===== src/sv/slr_pkg.sv =====
// ----------------------------------------------------------------------------
// slr_pkg: shared definitions for the stereo linear resampler
// Widths, count limits, register indexes, payload and control structs, and
// the controller state type used by the resampler modules.
// ----------------------------------------------------------------------------
package slr_pkg;

	// Sample and count widths.
	localparam int SAMPLE_W  = 16;
	localparam int CNT_W     = 13;
	localparam int CFG_IDX_W = 2;

	// Largest block length and largest number of outputs per input frame.
	localparam int MAX_BLOCK = 4096;
	localparam int MAX_RUN   = 64;

	// Register values after reset.
	localparam int OLD_COUNT_RESET = 2;
	localparam int NEW_COUNT_RESET = 3;

	// Magnitude of a weighted sum stays below 2^15 * 2^13.
	localparam int DIV_W = SAMPLE_W - 1 + CNT_W;

	typedef logic signed [SAMPLE_W-1:0] sample_t;
	typedef logic [CNT_W-1:0]           count_t;
	typedef logic [CFG_IDX_W-1:0]       cfg_idx_t;

	// Register indexes of the configuration port.
	localparam cfg_idx_t REG_OLD_COUNT = 2'd0;
	localparam cfg_idx_t REG_NEW_COUNT = 2'd1;

	typedef struct packed {
		sample_t left_in;
		sample_t right_in;
	} in_frame_t;

	typedef struct packed {
		sample_t left_out;
		sample_t right_out;
		logic    run_last;
		logic    block_end;
	} out_frame_t;

	// Commands from the controller to the datapath.
	typedef struct packed {
		logic load_in;
		logic mul;
		logic start_div;
		logic emit;
		logic finish;
	} cmd_t;

	// Status from the datapath to the controller.
	typedef struct packed {
		logic run_ok;
		logic div_done;
	} status_t;

	typedef enum logic [2:0] {
		ST_IDLE,
		ST_CHECK,
		ST_MUL,
		ST_DIV,
		ST_OUT
	} ctrl_state_t;

endpackage


===== src/sv/slr_div.sv =====
// ----------------------------------------------------------------------------
// slr_div: serial unsigned divider
// Restoring division, one quotient bit per cycle. A start pulse loads the
// operands; done pulses for one cycle when quotient and remainder are ready.
// ----------------------------------------------------------------------------
module slr_div #(
	parameter int DW = slr_pkg::DIV_W,
	parameter int VW = slr_pkg::CNT_W
) (
	input  logic          clk,
	input  logic          arst_n,
	input  logic          start,
	input  logic [DW-1:0] dividend,
	input  logic [VW-1:0] divisor,
	output logic          done,
	output logic [DW-1:0] quotient,
	output logic [VW-1:0] remainder
);
	localparam int CW = $clog2(DW + 1);

	logic [DW-1:0] dvd_q;
	logic [VW-1:0] rem_q;
	logic [VW-1:0] dsr_q;
	logic [CW-1:0] cnt_q;
	logic          done_q;
	logic [VW:0]   trial;
	logic [VW:0]   diff;
	logic          ge;
	logic [VW-1:0] rem_next;

	// One restoring step: bring down the next dividend bit and try a subtract.
	always_comb begin
		trial    = {rem_q, dvd_q[DW-1]};
		diff     = trial - {1'b0, dsr_q};
		ge       = (trial >= {1'b0, dsr_q});
		rem_next = ge ? diff[VW-1:0] : trial[VW-1:0];
	end

	// Step counter and completion flag.
	always_ff @(posedge clk or negedge arst_n) begin
		if (!arst_n) begin
			cnt_q  <= '0;
			done_q <= 1'b0;
		end else if (start) begin
			cnt_q  <= CW'(DW);
			done_q <= 1'b0;
		end else if (cnt_q != '0) begin
			cnt_q  <= cnt_q - CW'(1);
			done_q <= (cnt_q == CW'(1));
		end else begin
			done_q <= 1'b0;
		end
	end

	// Operand registers; quotient bits shift in behind the dividend.
	always_ff @(posedge clk) begin
		if (start) begin
			dvd_q <= dividend;
			rem_q <= '0;
			dsr_q <= divisor;
		end else if (cnt_q != '0) begin
			dvd_q <= {dvd_q[DW-2:0], ge};
			rem_q <= rem_next;
		end
	end

	assign done      = done_q;
	assign quotient  = dvd_q;
	assign remainder = rem_q;

endmodule


===== src/sv/slr_ctrl.sv =====
// ----------------------------------------------------------------------------
// slr_ctrl: resampler controller
// Sequences one input frame through its outputs: check for a due output,
// multiply, divide, present the result, and close the frame.
// ----------------------------------------------------------------------------
module slr_ctrl (
	input  logic            clk,
	input  logic            arst_n,
	input  logic            in_valid,
	output logic            in_ready,
	output logic            out_valid,
	input  logic            out_ready,
	input  slr_pkg::status_t status,
	output slr_pkg::cmd_t    cmd
);
	import slr_pkg::*;

	ctrl_state_t state_q;
	ctrl_state_t state_next;

	// State register.
	always_ff @(posedge clk or negedge arst_n) begin
		if (!arst_n) begin
			state_q <= ST_IDLE;
		end else begin
			state_q <= state_next;
		end
	end

	// Next state.
	always_comb begin
		state_next = state_q;
		unique case (state_q)
			ST_IDLE: begin
				if (in_valid) begin
					state_next = ST_CHECK;
				end
			end
			ST_CHECK: begin
				state_next = status.run_ok ? ST_MUL : ST_IDLE;
			end
			ST_MUL: begin
				state_next = ST_DIV;
			end
			ST_DIV: begin
				if (status.div_done) begin
					state_next = ST_OUT;
				end
			end
			ST_OUT: begin
				if (out_ready) begin
					state_next = ST_CHECK;
				end
			end
			default: begin
				state_next = ST_IDLE;
			end
		endcase
	end

	// Outputs and datapath commands.
	always_comb begin
		in_ready  = 1'b0;
		out_valid = 1'b0;
		cmd       = '0;
		unique case (state_q)
			ST_IDLE: begin
				in_ready    = 1'b1;
				cmd.load_in = in_valid;
			end
			ST_CHECK: begin
				cmd.mul    = status.run_ok;
				cmd.finish = !status.run_ok;
			end
			ST_MUL: begin
				cmd.start_div = 1'b1;
			end
			ST_DIV: begin
				cmd.emit = status.div_done;
			end
			ST_OUT: begin
				out_valid = 1'b1;
			end
			default: begin
				cmd = '0;
			end
		endcase
	end

endmodule


===== src/sv/slr_datapath.sv =====
// ----------------------------------------------------------------------------
// slr_datapath: resampler datapath
// Holds the configuration, the block position state and the frame samples,
// forms the weighted sums, divides them and the next output position, and
// keeps the output register.
// ----------------------------------------------------------------------------
module slr_datapath (
	input  logic               clk,
	input  logic               arst_n,
	input  logic               cfg_write,
	input  slr_pkg::cfg_idx_t  cfg_index,
	input  slr_pkg::count_t    cfg_data,
	input  slr_pkg::in_frame_t in_data,
	input  slr_pkg::cmd_t      cmd,
	output slr_pkg::status_t   status,
	output slr_pkg::out_frame_t out_data
);
	import slr_pkg::*;

	localparam int PROD_W = SAMPLE_W + CNT_W + 1;

	// Configuration and block state.
	count_t  old_q;
	count_t  new_q;
	sample_t prev_l_q;
	sample_t prev_r_q;
	count_t  frame_idx_q;
	count_t  out_idx_q;
	count_t  pos_q;
	count_t  rem_q;

	// Payload registers.
	sample_t                   cur_l_q;
	sample_t                   cur_r_q;
	logic signed [PROD_W-1:0]  prod_la_s1;
	logic signed [PROD_W-1:0]  prod_lb_s1;
	logic signed [PROD_W-1:0]  prod_ra_s1;
	logic signed [PROD_W-1:0]  prod_rb_s1;
	logic [2*CNT_W-1:0]        pos_prod_s1;
	logic                      neg_l_q;
	logic                      neg_r_q;
	out_frame_t                out_q;

	// Effective counts and helpers.
	count_t       old_nz;
	count_t       new_nz;
	count_t       o_eff;
	count_t       n_eff;
	logic [31:0]  lim;
	count_t       next_idx;
	count_t       wgt_a;
	logic signed [PROD_W:0] sum_l;
	logic signed [PROD_W:0] sum_r;
	logic [PROD_W:0]        abs_l;
	logic [PROD_W:0]        abs_r;
	logic [DIV_W-1:0]       dvd_p;
	logic [DIV_W-1:0]       val_l;
	logic [DIV_W-1:0]       val_r;
	logic                   cfg_hit;
	logic                   block_wrap;

	// Divider results.
	logic             done_l;
	logic             done_r;
	logic             done_p;
	logic [DIV_W-1:0] quot_l;
	logic [DIV_W-1:0] quot_r;
	logic [DIV_W-1:0] quot_p;
	count_t           rem_l;
	count_t           rem_r;
	count_t           rem_p;

	// Clamp the register values to the counts actually used.
	always_comb begin
		old_nz = (old_q == '0) ? count_t'(1) : old_q;
		o_eff  = (32'(old_nz) > 32'(MAX_BLOCK)) ? count_t'(MAX_BLOCK) : old_nz;
		lim    = 32'(MAX_RUN) * 32'(o_eff);
		if (lim > 32'(MAX_BLOCK)) begin
			lim = 32'(MAX_BLOCK);
		end
		new_nz = (new_q == '0) ? count_t'(1) : new_q;
		n_eff  = (32'(new_nz) > lim) ? count_t'(lim) : new_nz;
	end

	// Weights, sums and signed results.
	always_comb begin
		next_idx = out_idx_q + count_t'(1);
		wgt_a    = n_eff - rem_q;
		sum_l    = {prod_la_s1[PROD_W-1], prod_la_s1} + {prod_lb_s1[PROD_W-1], prod_lb_s1};
		sum_r    = {prod_ra_s1[PROD_W-1], prod_ra_s1} + {prod_rb_s1[PROD_W-1], prod_rb_s1};
		abs_l    = sum_l[PROD_W] ? -sum_l : sum_l;
		abs_r    = sum_r[PROD_W] ? -sum_r : sum_r;
		dvd_p    = DIV_W'(pos_prod_s1);
		val_l    = neg_l_q ? -quot_l : quot_l;
		val_r    = neg_r_q ? -quot_r : quot_r;
		cfg_hit  = cfg_write && ((cfg_index == REG_OLD_COUNT) || (cfg_index == REG_NEW_COUNT));
		block_wrap = ((32'(frame_idx_q) + 32'd1) >= 32'(o_eff));
	end

	// An output is due while the block has outputs left and the next one
	// falls on the current frame.
	assign status.run_ok   = (out_idx_q < n_eff) && (pos_q == frame_idx_q);
	assign status.div_done = done_l && done_r && done_p;

	// Configuration, block position and previous frame.
	always_ff @(posedge clk or negedge arst_n) begin
		if (!arst_n) begin
			old_q       <= count_t'(OLD_COUNT_RESET);
			new_q       <= count_t'(NEW_COUNT_RESET);
			prev_l_q    <= '0;
			prev_r_q    <= '0;
			frame_idx_q <= '0;
			out_idx_q   <= '0;
			pos_q       <= '0;
			rem_q       <= '0;
		end else begin
			if (cmd.emit) begin
				out_idx_q <= next_idx;
				if (next_idx < n_eff) begin
					pos_q <= quot_p[CNT_W-1:0];
					rem_q <= rem_p;
				end
			end
			if (cmd.finish) begin
				prev_l_q <= cur_l_q;
				prev_r_q <= cur_r_q;
				if (block_wrap) begin
					frame_idx_q <= '0;
					out_idx_q   <= '0;
					pos_q       <= '0;
					rem_q       <= '0;
				end else begin
					frame_idx_q <= frame_idx_q + count_t'(1);
				end
			end
			// Any valid register write restarts the block.
			if (cfg_hit) begin
				if (cfg_index == REG_OLD_COUNT) begin
					old_q <= cfg_data;
				end else begin
					new_q <= cfg_data;
				end
				frame_idx_q <= '0;
				out_idx_q   <= '0;
				pos_q       <= '0;
				rem_q       <= '0;
			end
		end
	end

	// Sample capture, products, sign flags and the output register.
	always_ff @(posedge clk) begin
		if (cmd.load_in) begin
			cur_l_q <= in_data.left_in;
			cur_r_q <= in_data.right_in;
		end
		if (cmd.mul) begin
			prod_la_s1  <= prev_l_q * $signed({1'b0, wgt_a});
			prod_lb_s1  <= cur_l_q * $signed({1'b0, rem_q});
			prod_ra_s1  <= prev_r_q * $signed({1'b0, wgt_a});
			prod_rb_s1  <= cur_r_q * $signed({1'b0, rem_q});
			pos_prod_s1 <= {{CNT_W{1'b0}}, next_idx} * {{CNT_W{1'b0}}, o_eff};
		end
		if (cmd.start_div) begin
			neg_l_q <= sum_l[PROD_W];
			neg_r_q <= sum_r[PROD_W];
		end
		if (cmd.emit) begin
			out_q.left_out  <= val_l[SAMPLE_W-1:0];
			out_q.right_out <= val_r[SAMPLE_W-1:0];
			out_q.run_last  <= !((next_idx < n_eff) && (quot_p[CNT_W-1:0] == frame_idx_q));
			out_q.block_end <= (next_idx == n_eff);
		end
	end

	assign out_data = out_q;

	// Left, right and position dividers run side by side.
	slr_div #(.DW(DIV_W), .VW(CNT_W)) u_div_l (
		.clk       (clk),
		.arst_n    (arst_n),
		.start     (cmd.start_div),
		.dividend  (abs_l[DIV_W-1:0]),
		.divisor   (n_eff),
		.done      (done_l),
		.quotient  (quot_l),
		.remainder (rem_l)
	);

	slr_div #(.DW(DIV_W), .VW(CNT_W)) u_div_r (
		.clk       (clk),
		.arst_n    (arst_n),
		.start     (cmd.start_div),
		.dividend  (abs_r[DIV_W-1:0]),
		.divisor   (n_eff),
		.done      (done_r),
		.quotient  (quot_r),
		.remainder (rem_r)
	);

	slr_div #(.DW(DIV_W), .VW(CNT_W)) u_div_p (
		.clk       (clk),
		.arst_n    (arst_n),
		.start     (cmd.start_div),
		.dividend  (dvd_p),
		.divisor   (n_eff),
		.done      (done_p),
		.quotient  (quot_p),
		.remainder (rem_p)
	);

endmodule


===== src/sv/stereo_linear_resampler_top.sv =====
// ----------------------------------------------------------------------------
// stereo_linear_resampler_top: stereo linear-interpolation resampler
// Takes 16-bit stereo frames in blocks of old_count and emits new_count
// interpolated frames per block, each as soon as the frame it needs has
// arrived. Frames are handled one at a time: each output that a frame yields
// passes through the bit-serial dividers (28 steps) that divide both weighted
// sums and the next output position by new_count, and then waits to be taken
// before the next output or frame is started. Register writes restart the
// block and must only be made while no frame is in flight.
// ----------------------------------------------------------------------------
module stereo_linear_resampler_top (
	input  logic                clk,
	input  logic                arst_n,
	input  logic                cfg_write,
	input  slr_pkg::cfg_idx_t   cfg_index,
	input  slr_pkg::count_t     cfg_data,
	input  logic                in_valid,
	output logic                in_ready,
	input  slr_pkg::in_frame_t  in_data,
	output logic                out_valid,
	input  logic                out_ready,
	output slr_pkg::out_frame_t out_data
);
	import slr_pkg::*;

	cmd_t    cmd;
	status_t status;

	// Sequencing.
	slr_ctrl u_ctrl (
		.clk       (clk),
		.arst_n    (arst_n),
		.in_valid  (in_valid),
		.in_ready  (in_ready),
		.out_valid (out_valid),
		.out_ready (out_ready),
		.status    (status),
		.cmd       (cmd)
	);

	// Arithmetic and state.
	slr_datapath u_dp (
		.clk       (clk),
		.arst_n    (arst_n),
		.cfg_write (cfg_write),
		.cfg_index (cfg_index),
		.cfg_data  (cfg_data),
		.in_data   (in_data),
		.cmd       (cmd),
		.status    (status),
		.out_data  (out_data)
	);

endmodule


===== config.mk =====
export PLATFORM = sky130hd
export DESIGN_NAME = stereo_linear_resampler_top
export DESIGN_NICKNAME = d
export VERILOG_FILES = /design/src/sv/slr_pkg.sv /design/src/sv/slr_div.sv /design/src/sv/slr_ctrl.sv /design/src/sv/slr_datapath.sv /design/src/sv/stereo_linear_resampler_top.sv
export SDC_FILE = /design/constraint.sdc
export NUM_CORES = 2
export LEC_CHECK = 0
export BUFFER_PORTS_ARGS = -buffer_cell sky130_fd_sc_hd__buf_4
export CORE_MARGIN = 3
export CORE_UTILIZATION = 30
export CTS_BUF_LIST = sky130_fd_sc_hd__clkbuf_4 sky130_fd_sc_hd__clkbuf_8
export DETAILED_ROUTE_END_ITERATION = 16
export SYNTH_ARGS = -nofsm -noshare
export SYNTH_HDL_FRONTEND = slang
export SYNTH_SLANG_ARGS = --single-unit

===== constraint.sdc =====
create_clock -name clk -period 11.8 [get_ports clk]
set_input_delay 2.36 -clock clk [delete_from_list [all_inputs] [get_ports clk]]
set_output_delay 2.36 -clock clk [all_outputs]
set_load 0.1 [all_outputs]

; Word level (Yosys, flattened, before mapping)
; Index checks and enable logic that the tools add are counted.
[word_totals]
input_bits = 52
rom_bits = 0
latch_bits = 0
mem_count = 0
out_inout_bits = 36
ram_bits = 0
elab_cells = 162
reg_bits = 481
[op_classes]
shift = 0
n_eq_ne = 14
mul = 5
order_cmp = 9
n_reduce_logical = 22
n_div = 0
bitwise = 1
add_sub_neg = 16
muxes = 59
[ops]
columns = operator, count
row1 = 13-bit two-way mux, 24
row2 = 28-bit two-way mux, 6
row3 = 16-bit by 14-bit multiplier with 30-bit output, 4
row4 = 30-bit by 30-bit adder with 31-bit output, 2
row5 = 28-bit negation, 2
row6 = 26-bit two-way mux, 2
row7 = 13-bit subtractor, 4
row8 = 14-bit by 13-bit >= comparator with 1-bit output, 3
row9 = 13-bit == test, 3
row10 = 32-bit by 13-bit >= comparator with 1-bit output, 1
row11 = 16-bit two-way mux, 2
row12 = 16-bit negation, 2
row13 = 5-bit two-way mux, 6
row14 = 13-bit by 1-bit adder with 13-bit output (second input constant), 2
row15 = 13-bit logical NOT, 2
row16 = 13-bit less-than comparator, 2
row17 = 13-bit by 13-bit multiplier with 26-bit output, 1
row18 = 13-bit by 19-bit greater-than comparator with 1-bit output, 1
row19 = 19-bit by 13-bit greater-than comparator with 1-bit output (second input constant), 1
row20 = 19-bit two-way mux, 1
row21 = 5-bit by 1-bit == test with 1-bit output (second input constant), 3
row22 = 3-bit one-hot mux with 5 select lines, 1
row23 = 5-bit nonzero test, 3
row24 = 5-bit by 1-bit subtractor with 5-bit output (second input constant), 3
row25 = other kinds (20), 45

; Longest topological paths before layout
[logic_depth]
ltp_word = 14
mapped_depth = 52
depth_no_buf = 51

; Hierarchy
; From an unflattened synthesis, not the netlist that was laid out.
[hier_totals]
hier_cells = 6662
area_unflattened_um2 = 64954.8
[modules_own_cells]
columns = mod, instances, seq_area_each_um2, area_each_um2, cells_each
row1 = slr_datapath, 1, 9182.6, 55186.7, 5821
row2 = slr_div, 3, 1641.6, 3179.3, 273
row3 = slr_ctrl, 1, 75.1, 230.2, 22

; Worst setup path before layout
; Ideal clock, no wire load.
[synth_path]
path_kind = reg2reg
start = register u_dp.old_q[5]
end = register u_dp.prod_la_s1[29] (data pin)
setup_time_ps = 260
path_buffers = 2
arrival_ps = 10417
stages_incl_launch_ff = 46
setup_slack_ps = 1123
cell_sequence = dfrtp_1 nor2b_1 or3_1 o41ai_1 nand3_1 ha_1 nor2b_1 o21a_1 o21a_1 o21a_1 o21a_1 o21a_1 o21ai_1 clkbuf_1 nand2_1 inv_1 ha_1 a21o_1 (+10 left out) inv_1 ha_1 fa_1 fa_1 inv_1 fa_1 inv_1 ha_1 a2111oi_0 nor4b_1 nand3_1 and3_1 a31o_2 a221oi_1 o311ai_0 a211o_1 a21oi_1 xnor2_1
[synth_between]
elab_chain_len = 10
[synth_rtl]
columns = item, line
row1 = start: declaration, slr_datapath.sv:23  ; count_t old_q;
row2 = start signal: assignment, slr_datapath.sv:108  ; old_q <= count_t'(OLD_COUNT_RESET);
row3 = start signal: assignment, slr_datapath.sv:139  ; old_q <= cfg_data;
row4 = 13-bit logical NOT, slr_datapath.sv:75  ; old_nz = (old_q == '0) ? count_t'(1) : old_q;
row5 = 13-bit two-way mux (*), slr_datapath.sv:75
row6 = 13-bit greater-than comparator, slr_datapath.sv:76  ; o_eff = (32'(old_nz) > 32'(MAX_BLOCK)) ? count_t'(MAX_BLOCK) : old_nz;
row7 = 13-bit two-way mux (*), slr_datapath.sv:76
row8 = 19-bit by 13-bit greater-than comparator with 1-bit output, slr_datapath.sv:78  ; if (lim > 32'(MAX_BLOCK)) begin
row9 = 19-bit two-way mux (*), slr_datapath.sv:78
row10 = 13-bit by 19-bit greater-than comparator with 1-bit output (*), slr_datapath.sv:82  ; n_eff = (32'(new_nz) > lim) ? count_t'(lim) : new_nz;
row11 = 13-bit two-way mux (*), slr_datapath.sv:82
row12 = named net u_dp.n_eff[5], slr_datapath.sv:48  ; count_t n_eff;
row13 = 13-bit subtractor (*), slr_datapath.sv:88  ; wgt_a = n_eff - rem_q;
row14 = 16-bit by 14-bit multiplier with 30-bit output (*), slr_datapath.sv:158  ; prod_la_s1 <= prev_l_q * $signed({1'b0, wgt_a});
row15 = end signal: assignment, slr_datapath.sv:158
row16 = end: declaration, slr_datapath.sv:35  ; logic signed [PROD_W-1:0] prod_la_s1;
; The timed path passes the listed nets; every way through them passes the cells marked *.
; A chain may end at the register's enable or synchronous reset.

; Worst setup path after layout
[layout_path]
start = register u_dp.old_q[6]
end = register u_dp.prod_la_s1[29] (data pin)
[layout_between]
elab_chain_len = 10
[layout_rtl]
columns = item, line
row1 = 13-bit logical NOT, slr_datapath.sv:75
row2 = 13-bit two-way mux (*), slr_datapath.sv:75
row3 = 13-bit greater-than comparator, slr_datapath.sv:76
row4 = 13-bit two-way mux (*), slr_datapath.sv:76
row5 = 19-bit by 13-bit greater-than comparator with 1-bit output, slr_datapath.sv:78
row6 = 19-bit two-way mux (*), slr_datapath.sv:78
row7 = 13-bit by 19-bit greater-than comparator with 1-bit output, slr_datapath.sv:82
row8 = 13-bit two-way mux (*), slr_datapath.sv:82
row9 = named net u_dp.n_eff[7], slr_datapath.sv:48
row10 = 13-bit subtractor (*), slr_datapath.sv:88
row11 = 16-bit by 14-bit multiplier with 30-bit output (*), slr_datapath.sv:158
; Marked as above.

==> run_results.csv <==
group,metric,value,unit
sta,worst-slew-pin-transition,1190,ps
finish,design.final.nets,8328,
detailed_routing,postRouteWirelength,170,mm
critical_path,critPathRequiredTime,12400,ps
pwr,static_leakage,33.7,nW
synth,ys.warnings.count,0,
min_path,hold_start,"u_dp.u_div_p.quotient[26]$_SDFFE_PP0P_",
critical_path,cp_data_arrival_time,11790,ps
grt,grt_first_pass_wirelength,276,mm
clocking,clock_sink_count,481,
finish,most_common_cell_after_layout_fill_and_taps_aside,"inv_1",
grt,number_of_global_route_vias_before_repair,50100,
grt,grt_max_degree,85,
floorplan,die-height,470,µm
place,hpwl,132,mm
detailed_routing,drt_pass1_iterations,6,
finish,area_delta_synth_final,9.25,%
finish,post_route_cells_drive_above_1_share,0.0721,
critical_path,worst-setup-path-type,"reg2reg",
sta,timing.final.crit_share,0.948,
synth,synth.area.top_cells,"fa_1 29%, edfxtp_1 14%, ha_1 10%",
detailed_routing,drcViolationCount,0,
critical_path,worst_path_slowest_cell,"or4_1",
floorplan,die_width,470,µm
finish,final_cell_mix,"1156 x inv_1, 935 x fa_1, 885 x nand2_1",
synth,postSynthRegisterBits,481,
critical_path,cp_top_family,"compound AO/OA/AOI/OAI gates",
floorplan,top_level_ports,88,
outcome,outcome,"finished clean",
synth,synth-edff-count,309,
min_path,hold-path-endpoint,"u_dp.u_div_p.quotient[26]$_SDFFE_PP0P_",
sta,timing.final.max_slew_violations,0,
place,place.gp.congestion,0.878,
sta,setup_ws,614,ps
detailed_routing,routed_wire_length_per_instance,17.5,µm
critical_path,path_max_fanout,16,
critical_path,ff2ff_setup_slack,610,ps
sta,clock-skew-final,85.5,ps
critical_path,depth_of_the_worst_register_to_register_path,45,
clocking,worstSkewPairLatency,890,ps
critical_path,r2r_end,"u_dp.prod_la_s1[29]$_DFFE_PP_",
min_path,min-delay-path-class,"reg2reg",
floorplan,initial_core_util,0.303,
floorplan,placementRows,169,
finish,instances_no_fill,9707,
synth,synth.yosys.seq_area_share,0.207,
clocking,clock_tree_from_tritoncts,"yes",
floorplan,fp.dieArea,0.221,mm²
pwr,peakVddDrop,0.115,mV
detailed_routing,postRouteAntennaNets,0,
sta,worst_slew_margin_rel,0.204,
place,pre_cts_ws,-69.3,ps
place,io_buffers,87,
clocking,tritoncts.num_buffers,97,
synth,mean_syn_cell_area,9.48,µm²
detailed_routing,vias,47100,
clocking,root_buffer,"clkbuf_8",
min_path,min_path_cells,2,
grt,antenna_found_initial,10,
sta,hold_viol,0,
sta,setup-violations-final,0,
pwr,power-per-cell-area,170,mW/mm²
critical_path,timing.critical_path.mode_cell,"o21a_1",
synth,syn_nets,8357,
synth,post-synth-top-area-cell,"fa_1",
critical_path,worstSetupEndpointType,"register",
grt,grt_use_total,0.155,
floorplan,total_core_area,0.213,mm²
critical_path,critical-path-max-stage-delay,510,ps
synth,post_synth_instance_area,0.0647,mm²
clocking,holdBufCountCts,0,
grt,congestion_overflow_gr,0,
job,cap_viol_max_count,0,
detailed_routing,first_iter_violations,2863,
place,dp_cells,9516,
sta,finalCriticalPeriod,11190,ps
synth,async_flop_share,0.272,
synth,postSynthCellCount,6829,
clocking,cts.path.max_buffers,3,
clocking,clk_pin_slew,60,ps
synth,synth_flop_cell,"edfxtp_1",
synth,synth_top_cell_area_share,0.289,
sta,final.hold.worst_slack,460,ps
sta,maxClockFrequency,89.4,MHz
critical_path,reg2reg_from,"u_dp.old_q[6]$_DFFE_PN0P_",
synth,netlist-cell-type-count,105,
detailed_routing,post_drt_via_cell_ratio,4.85,
clocking,h-tree-depth,3,
critical_path,buf_inv_on_cp,6,
critical_path,startpoint_type,"register",
-- per-layer routing --
metal,vias to the layer above,part of all wire,GRT usage
met5,-,0.000077,0
li1,21900,-,-
met3,269,0.049,0.0218
met1,23800,0.44,0.202
met4,2,0.035,0.0512
met2,1131,0.48,0.263
-- registers in the layout (all words and copies together) (netlist names), 16 cells and up --
name / count
u_dp.out_data: 34
u_dp.prod_la_s1: 30
u_dp.prod_lb_s1: 30
u_dp.prod_ra_s1: 30
u_dp.prod_rb_s1: 30
u_dp.u_div_l.quotient: 28
u_dp.u_div_p.quotient: 28
u_dp.u_div_r.quotient: 28
u_dp.pos_prod_s1: 26
u_dp.cur_l_q: 16
u_dp.cur_r_q: 16
u_dp.prev_l_q: 16
u_dp.prev_r_q: 16
-- tightest hold or removal path: stages, from the launching register on --
cell     delay (ps)
dfxtp_1         310
nand2_1          50
a21oi_1          50
-- through the flow --
| stage | util | power (mW) | instance area (µm²) | TNS [ps] |
|---|---|---|---|---|
| 2_1_floorplan | - | 8.15 | 64700 | 0 |
| 3_3_place_gp | 0.320 | 9.88 | 68400 | 0 |
| 3_5_place_dp | 0.320 | 10.0 | 68400 | -69.3 |
| 4_1_cts | 0.331 | 12.1 | 70500 | 0 |
| 5_1_grt | 0.331 | 13.2 | 70700 | -37.6 |
| 6_report | 0.331 | 12.0 | 70700 | 0 |
-- kinds of logic (layout without fill, tap and decap cells) --
logic type | count (synthesis) | in the layout | synth area share
adders and majority gates | 1476 | 1476 | 0.394
buffers and inverters | 1456 | 1506 | 0.0858
xor gates and xnor gates | 348 | 349 | 0.0471
and+or+nand+nor | 2007 | 2007 | 0.150
other | 0 | 6 | 0
AOI/OAI and AO/OA | 911 | 911 | 0.0922
DFF | 481 | 481 | 0.207
muxes | 150 | 150 | 0.0244
-- cell type report --
cell class	count	area (µm²)
multi-input combinational	4893	46000
tap	2821	3530
inverter	1165	4370
clock inverter	55	547
timing repair buffer	162	1220
antenna	6	15.0
fill	21900	143000
sequential	481	13400
clock buffer	124	1590
-- cells in the mapped netlist, drive strengths merged, types with 10 or more instances --
master	number
xor2	118
a211oi	35
a21boi	20
nand2	886
or2	17
clkbuf	267
nand3	69
a2111oi	19
o21ai	235
ha	541
edfxtp	309
o31ai	36
nor2b	67
mux2i	87
nor3	71
or4	12
o211ai	21
or3	35
a21oi	232
o21a	50
a221o	10
nor2	263
nand2b	78
and2	344
a31oi	29
fa	935
nand4	32
buf	24
a211o	21
and3	69
a21o	89
inv	1158
o21bai	25
dfxtp	41
dfrtp	128
mux2	63
nor4	25
xnor2	230
-- how the worst max path moves through the flow --
stage                                    startpoint                            end  slack [ps]  cells after the start
after floorplan           u_dp.old_q[5]$_DFFE_PN0P_  u_dp.prod_la_s1[29]$_DFFE_PP_        1120                     45
after CTS                 u_dp.old_q[6]$_DFFE_PN0P_  u_dp.prod_la_s1[29]$_DFFE_PP_          60                     47
after detailed placement  u_dp.old_q[6]$_DFFE_PN0P_  u_dp.prod_la_s1[29]$_DFFE_PP_         -70                     47
after global placement    u_dp.old_q[5]$_DFFE_PN0P_  u_dp.prod_la_s1[29]$_DFFE_PP_         150                     48
final                     u_dp.old_q[6]$_DFFE_PN0P_  u_dp.prod_la_s1[29]$_DFFE_PP_         610                     45
after global routing      u_dp.old_q[6]$_DFFE_PN0P_  u_dp.prod_ra_s1[29]$_DFFE_PP_         -40                     46
-- power by group --
| part | leakage, nW | switching (mW) | internal [mW] | total (mW) |
|---|---|---|---|---|
| Clock | 1.13 | 0.887 | 1.08 | 1.97 |
| Combinational | 27.5 | 4.29 | 2.86 | 7.14 |
| Sequential | 5.06 | 0.454 | 2.48 | 2.94 |
| Total | 33.7 | 5.63 | 6.42 | 12.0 |
-- what timing repair did --
| action | CTS | global route |
|---|---|---|
| setup endpoints to repair | 1 | 21 |
| pin swaps | 0 | 3 |
| buffers inserted | 0 | 5 |
| cloned | 0 | 1 |
| gates resized for setup | 2 | 23 |
Note: power is estimated with default switching activity, not from simulation.
